<file path="src/design/assert_macros.svh">
// shared assertion macros
`ifndef ASSERT_MACROS_SVH
`define ASSERT_MACROS_SVH

`ifndef NO_ASSERTIONS
`define ASSERT_IMPLY(lbl, clk, rst_n, ante, cons, msg) \
	lbl: assert property (@(posedge clk) disable iff (!rst_n) (ante) |-> (cons)) \
		else $error(msg);
`define ASSERT_NEXT(lbl, clk, rst_n, ante, cons, msg) \
	lbl: assert property (@(posedge clk) disable iff (!rst_n) (ante) |=> (cons)) \
		else $error(msg);
`else
`define ASSERT_IMPLY(lbl, clk, rst_n, ante, cons, msg)
`define ASSERT_NEXT(lbl, clk, rst_n, ante, cons, msg)
`endif

`endif

</file>
<file path="src/design/sikc_pkg.sv">
package sikc_pkg;

	localparam int INDEX_BITS = 10;
	localparam int ORDER_BITS = 6;
	localparam int KEY_BITS   = ORDER_BITS + 4 * INDEX_BITS + 1;
	localparam int DIV_STEP   = 4;
	localparam int ADDR_BITS  = 3;
	localparam int DATA_BITS  = 32;

	typedef enum logic {
		OP_ENCODE = 1'b0,
		OP_DECODE = 1'b1
	} op_t;

	localparam logic REG_STATE_COUNT = 1'b0;
	localparam logic REG_SYM_MODE    = 1'b1;

	typedef logic [INDEX_BITS-1:0] idx_t;
	typedef idx_t [3:0] idx4_t;

	typedef struct packed {
		logic                  operation;
		logic [ORDER_BITS-1:0] order_k;
		idx_t                  index_a;
		idx_t                  index_b;
		idx_t                  index_c;
		idx_t                  index_d;
		logic [KEY_BITS-1:0]   packed_key;
	} req_t;

	typedef struct packed {
		logic [KEY_BITS-1:0]   key_out;
		logic [ORDER_BITS-1:0] k_out;
		idx_t                  out_a;
		idx_t                  out_b;
		idx_t                  out_c;
		idx_t                  out_d;
		logic                  bad_input;
	} rsp_t;

	typedef struct packed {
		op_t                   op;
		logic [KEY_BITS-1:0]   key;
		logic [ORDER_BITS-1:0] k;
		idx4_t                 idx;
		logic                  bad;
	} side_t;

	function automatic idx4_t order_sym(input idx4_t vi);
		idx4_t v;
		idx_t  t;
		v = vi;
		if (v[2] < v[0]) begin
			t = v[0]; v[0] = v[2]; v[2] = t;
		end
		if (v[3] < v[1]) begin
			t = v[1]; v[1] = v[3]; v[3] = t;
		end
		if (v[1] < v[0]) begin
			t = v[0]; v[0] = v[1]; v[1] = t;
			t = v[2]; v[2] = v[3]; v[3] = t;
		end
		if (v[0] == v[1] && v[3] < v[2]) begin
			t = v[2]; v[2] = v[3]; v[3] = t;
		end
		return v;
	endfunction

	function automatic idx4_t order_gen(input idx4_t vi);
		idx4_t v;
		idx_t  t;
		idx_t  m02;
		idx_t  m13;
		v = vi;
		m02 = (v[0] < v[2]) ? v[0] : v[2];
		m13 = (v[1] < v[3]) ? v[1] : v[3];
		if (m02 > m13) begin
			t = v[0]; v[0] = v[1]; v[1] = t;
			t = v[2]; v[2] = v[3]; v[3] = t;
		end
		if (v[0] > v[2]) begin
			t = v[0]; v[0] = v[2]; v[2] = t;
			t = v[1]; v[1] = v[3]; v[3] = t;
		end
		if (v[0] == v[1] && v[3] < v[2]) begin
			t = v[2]; v[2] = v[3]; v[3] = t;
		end
		if (v[0] == v[2] && v[3] < v[1]) begin
			t = v[1]; v[1] = v[3]; v[3] = t;
		end
		if (v[0] == v[3] && v[2] < v[1]) begin
			t = v[1]; v[1] = v[2]; v[2] = t;
		end
		return v;
	endfunction

endpackage

</file>
<file path="src/design/sikc_div.sv">
module sikc_div #(
	parameter int W   = sikc_pkg::KEY_BITS,
	parameter int NW  = sikc_pkg::INDEX_BITS,
	parameter int SW  = $bits(sikc_pkg::side_t),
	parameter int BPS = sikc_pkg::DIV_STEP
) (
	input  logic          clk,
	input  logic          arst_n,
	input  logic [NW-1:0] divisor,
	input  logic          in_vld,
	input  logic [W-1:0]  in_dvd,
	input  logic [SW-1:0] in_side,
	output logic          out_vld,
	output logic [W-1:0]  out_quo,
	output logic [NW-1:0] out_rem,
	output logic [SW-1:0] out_side
);
	import sikc_pkg::*;

	localparam int S  = (W + BPS - 1) / BPS;
	localparam int PW = S * BPS;

	logic          vld_s [S];
	logic [PW-1:0] x_s   [S];
	logic [NW-1:0] r_s   [S];
	logic [SW-1:0] sd_s  [S];

	function automatic logic [PW+NW-1:0] steps(input logic [PW-1:0] xi,
		input logic [NW-1:0] ri, input logic [NW-1:0] d);
		logic [PW-1:0] x;
		logic [NW:0]   r;
		x = xi;
		r = {1'b0, ri};
		for (int i = 0; i < BPS; i++) begin
			r = {r[NW-1:0], x[PW-1]};
			x = {x[PW-2:0], 1'b0};
			if (r >= {1'b0, d}) begin
				r = r - {1'b0, d};
				x[0] = 1'b1;
			end
		end
		return {x, r[NW-1:0]};
	endfunction

	for (genvar j = 0; j < S; j++) begin : g_stage
		logic          v_in;
		logic [PW-1:0] x_in;
		logic [NW-1:0] r_in;
		logic [SW-1:0] sd_in;
		logic [PW+NW-1:0] nxt;
		if (j == 0) begin : g_first
			assign v_in  = in_vld;
			assign x_in  = PW'(in_dvd);
			assign r_in  = '0;
			assign sd_in = in_side;
		end else begin : g_rest
			assign v_in  = vld_s[j-1];
			assign x_in  = x_s[j-1];
			assign r_in  = r_s[j-1];
			assign sd_in = sd_s[j-1];
		end
		assign nxt = steps(x_in, r_in, divisor);
		always_ff @(posedge clk or negedge arst_n) begin
			if (!arst_n) begin
				vld_s[j] <= 1'b0;
			end else begin
				vld_s[j] <= v_in;
			end
		end
		always_ff @(posedge clk) begin
			x_s[j]  <= nxt[PW+NW-1:NW];
			r_s[j]  <= nxt[NW-1:0];
			sd_s[j] <= sd_in;
		end
	end

	assign out_vld  = vld_s[S-1];
	assign out_quo  = x_s[S-1][W-1:0];
	assign out_rem  = r_s[S-1];
	assign out_side = sd_s[S-1];

endmodule

</file>
<file path="config.mk">
export PLATFORM = sky130hd
export DESIGN_NAME = sikc_div
export DESIGN_NICKNAME = d
export VERILOG_FILES = /design/src/design/assert_macros.svh /design/src/design/sikc_pkg.sv /design/src/design/sikc_div.sv
export SDC_FILE = /design/constraint.sdc
export NUM_CORES = 2
export LEC_CHECK = 0
export ABC_AREA = 1
export BUFFER_PORTS_ARGS = -buffer_cell sky130_fd_sc_hd__buf_4
export CAP_MARGIN = 10
export CELL_PAD_IN_SITES_DETAIL_PLACEMENT = 1
export CELL_PAD_IN_SITES_GLOBAL_PLACEMENT = 1
export CORE_MARGIN = 3
export CORE_UTILIZATION = 48
export CTS_BUF_LIST = sky130_fd_sc_hd__clkbuf_16
export CTS_CLUSTER_DIAMETER = 80
export CTS_CLUSTER_SIZE = 14
export DETAILED_ROUTE_END_ITERATION = 10
export PLACE_DENSITY = 0.79
export SYNTH_ARGS = -nofsm -noshare
export SYNTH_HDL_FRONTEND = slang
export SYNTH_SLANG_ARGS = --single-unit
</file>
<file path="constraint.sdc">
create_clock -name clk -period 7.35 [get_ports clk]
set_input_delay 0.735 -clock clk [delete_from_list [all_inputs] [get_ports clk]]
set_output_delay 0.735 -clock clk [all_outputs]
set_load 0.02 [all_outputs]
</file>
==> results.toml <==
[cells_and_area]
area.sequential_um2 = 36820
area_of_the_multi_input_gates_um2 = 25880
final_common_cell = "dfxtp_1"
layout_common_cells = "dfxtp_1, nand2_1, buf_4"
post_route_cells_drive_above_1_share_pct = 15.87
area_delta_synth_final_pct = 18.80
n_fill_cell = 15010
post-route-cell-area_um2 = 77630
finish.net_count = 8255

[logic_synthesis]
syn_area_um2 = 65350
post-synth-top-area-cell = "dfxtp_1"
synth-edff-count = 0
synthFlopType = "dfxtp_1"
number_of_storage_elements_in_the_synthesis_netlist = 1836
synth-async-reset-ratio_pct = 0.6536
seq_area_frac_synth_pct = 56.34
synth-warning-count = 0
postSynthAreaPerCell_um2 = 9.624
synth_cell_types = 59
synth_area_leaders = "dfxtp_1, nand2_1, ha_1"
yosys.area.top_type_share_pct = 55.88
syn_inst_count = 6790

[grt]
grt-ovfl-total = 0
grt_usage_pct = 24.02
grt_max_degree = 34
grt_pass1_vias = 50790
grt_pass1_wl_mm = 269.7
grt_antenna_before_repair = 6

[die]
die_span_x_um = 375.0
initial_core_utilization_pct = 48.66
placeable_area_um2 = 134300
dieHeight_um = 375.0
design.portCount = 308
fp-row-count = 134
design.die.area_um2 = 140600

[route]
detailroute.via_count = 47170
routed_wire_length_per_instance_um = 18.27
vias_per_cell = 5.024
detailedRoute.firstPassIterationCount = 5
dr.first_iter.drc_count = 1862
drt_wl_total_mm = 171.5
drt.antenna.violating_nets = 0
drt_drc_violations_left = 0

[sta]
achievable_freq_mhz = 146.0
timing_hold_violations_final = 0
finalHoldWorstSlack_ns = 0.06163
timing_worst_slew_pin_value_ns = 0.6669
slew_headroom_pct = 54.97
min_period_over_period_pct = 93.22
final_critical_path_setup_slack_ns = 0.4984
final.setup_skew_ns = 0.05213
timing.final.setup_violations = 0
drv_slew = 0
finalCriticalPeriod_ns = 6.852

[critical_path]
crit_path_required_time_ns = 8.05
critPathMostFrequentCell = "nand2_1"
path_max_fanout = 16
critPathCaptureType = "flip-flop"
timing.reg2reg.worst_path_depth = 40
crit_slowest_cell = "ha_1"
setup.worst_path.start_class = "input port"
critPathMaxStageDelay_ns = 0.42
setup.worst_path.class = "in2reg"
worst-endpoint-arrival_ns = 7.56

[place]
pre_cts_ws_ns = -0.4274
hpwl_dp_mm = 127.1
portBuffers = 307
gpl.final_weighted_congestion = 0.9187
dpl_cell_area_um2 = 72700

[clock_tree]
clkLatencyLatePin_ns = 0.79
cts_root_buf = "clkbuf_16"
cts_made_buffers = 157
cts.htree.levels = 4
tritoncts = "done"
cts_num_sinks = 1836
clk_pin_slew_worst_paths_ns = 0.07
clk_path_buf_depth = 3

[hold_path]
worst_hold_path.num_cells = 1
hold_path.class = "in2reg"

[run]
max_cap_viol_count = 0

[status]
run_status = "finished clean"
## Yosys cell counts, types with 20 or more instances
cell type,n
dfxtp_1,1824
nand2_1,1630
inv_1,663
ha_1,471
nand3_1,409
a21oi_1,315
nor2_1,259
xor2_1,196
nand4_1,152
o21ai_0,138
xnor2_1,112
nor3_1,59
nand2_2,50
fa_1,47
o21ai_1,41
nand3_2,39
buf_2,33
buf_4,33
buf_6,29
o21a_1,29
nor2_4,22
or2_2,20
## area by class of cell
| class | instances | area share, % |
|---|---|---|
| clock buffers | 158 | 5.093 |
| well taps | 1768 | 2.850 |
| diodes | 3 | 0.009671 |
| flip-flops and latches | 1836 | 47.42 |
| multi-input cells | 4185 | 33.33 |
| clock inverters | 38 | 0.6431 |
| inverters | 682 | 3.309 |
| repair buffers | 720 | 7.337 |
## layer usage
metal  share of wire, %  wire length, um  up-vias  global-route usage (%)
met4                3.0             5157        0                   7.684
met1                 42            72170    22630                   28.69
met3                3.4             5839      323                   3.382
met5                  0                0        -                       0
met2                 52            88370      753                   44.24
li1                   -                -    23460                       -
## worst paths after layout
path                                      from                        end  slack, ns
min in group asynchronous               arst_n          out_vld$_DFF_PN0_       0.35
min                                 in_dvd[10]         x_s[0][14]$_DFF_P_       0.06
max reg2reg                 x_s[0][47]$_DFF_P_         r_s[0][14]$_DFF_P_       0.52
max                                 divisor[8]          r_s[1][8]$_DFF_P_       0.50
min reg2reg                x_s[1][125]$_DFF_P_        x_s[1][177]$_DFF_P_       0.30
max in group asynchronous               arst_n  g_stage[1].v_in$_DFF_PN0_       6.82
## registers in the layout (all words and copies together), names as in the netlist
register and flops:
r_s 120, g_stage.v_in 11, out_vld 1, sd_s 1140
x_s 564
## timing repair
| item | 4_1_cts | 5_1_grt |
|---|---|---|
| setup endpoints to repair | 0 | 108 |
| hold buffers | 11 | 0 |
| hold endpoints to repair | 22 | 0 |
| setup buffers | 0 | 9 |
| gates resized for setup | 0 | 59 |
## critical path: cells and delay by family
family / cells / cell delay (ns)
and+or+nand+nor: 18 / 2.38
adders and majority gates: 4 / 1.36
AOI/OAI and AO/OA: 10 / 1.83
buffers and inverters: 7 / 0.96
xor gates and xnor gates: 1 / 0.27
## cell families (layout without fill, tap and decap cells)
family,after synthesis,in the layout,synth area share [%]
AO/OA/AOI/OAI,647,647,5.604
XOR/XNOR,308,308,4.128
flip-flops,1836,1836,56.34
adder cells (fa/ha/maj),518,518,10.46
buffers and inverters,779,1598,5.095
AND/OR/NAND/NOR,2701,2708,18.37
other,1,7,0.005739
## per-stage QoR
step / utilization, % / setup TNS (ns) / std cells
floorplan: - / -9.208 / 6793
global placement: 54.14 / -3.788 / 9164
detailed placement: 54.14 / -24.90 / 9164
CTS: 57.54 / 0 / 9371
global route: 57.80 / -0.3711 / 9390
finish: 57.80 / 0 / 9390
Power is left out: the tool's default activity adds up to more than one toggle a clock period on the data nets, which glitch-free logic cannot reach.
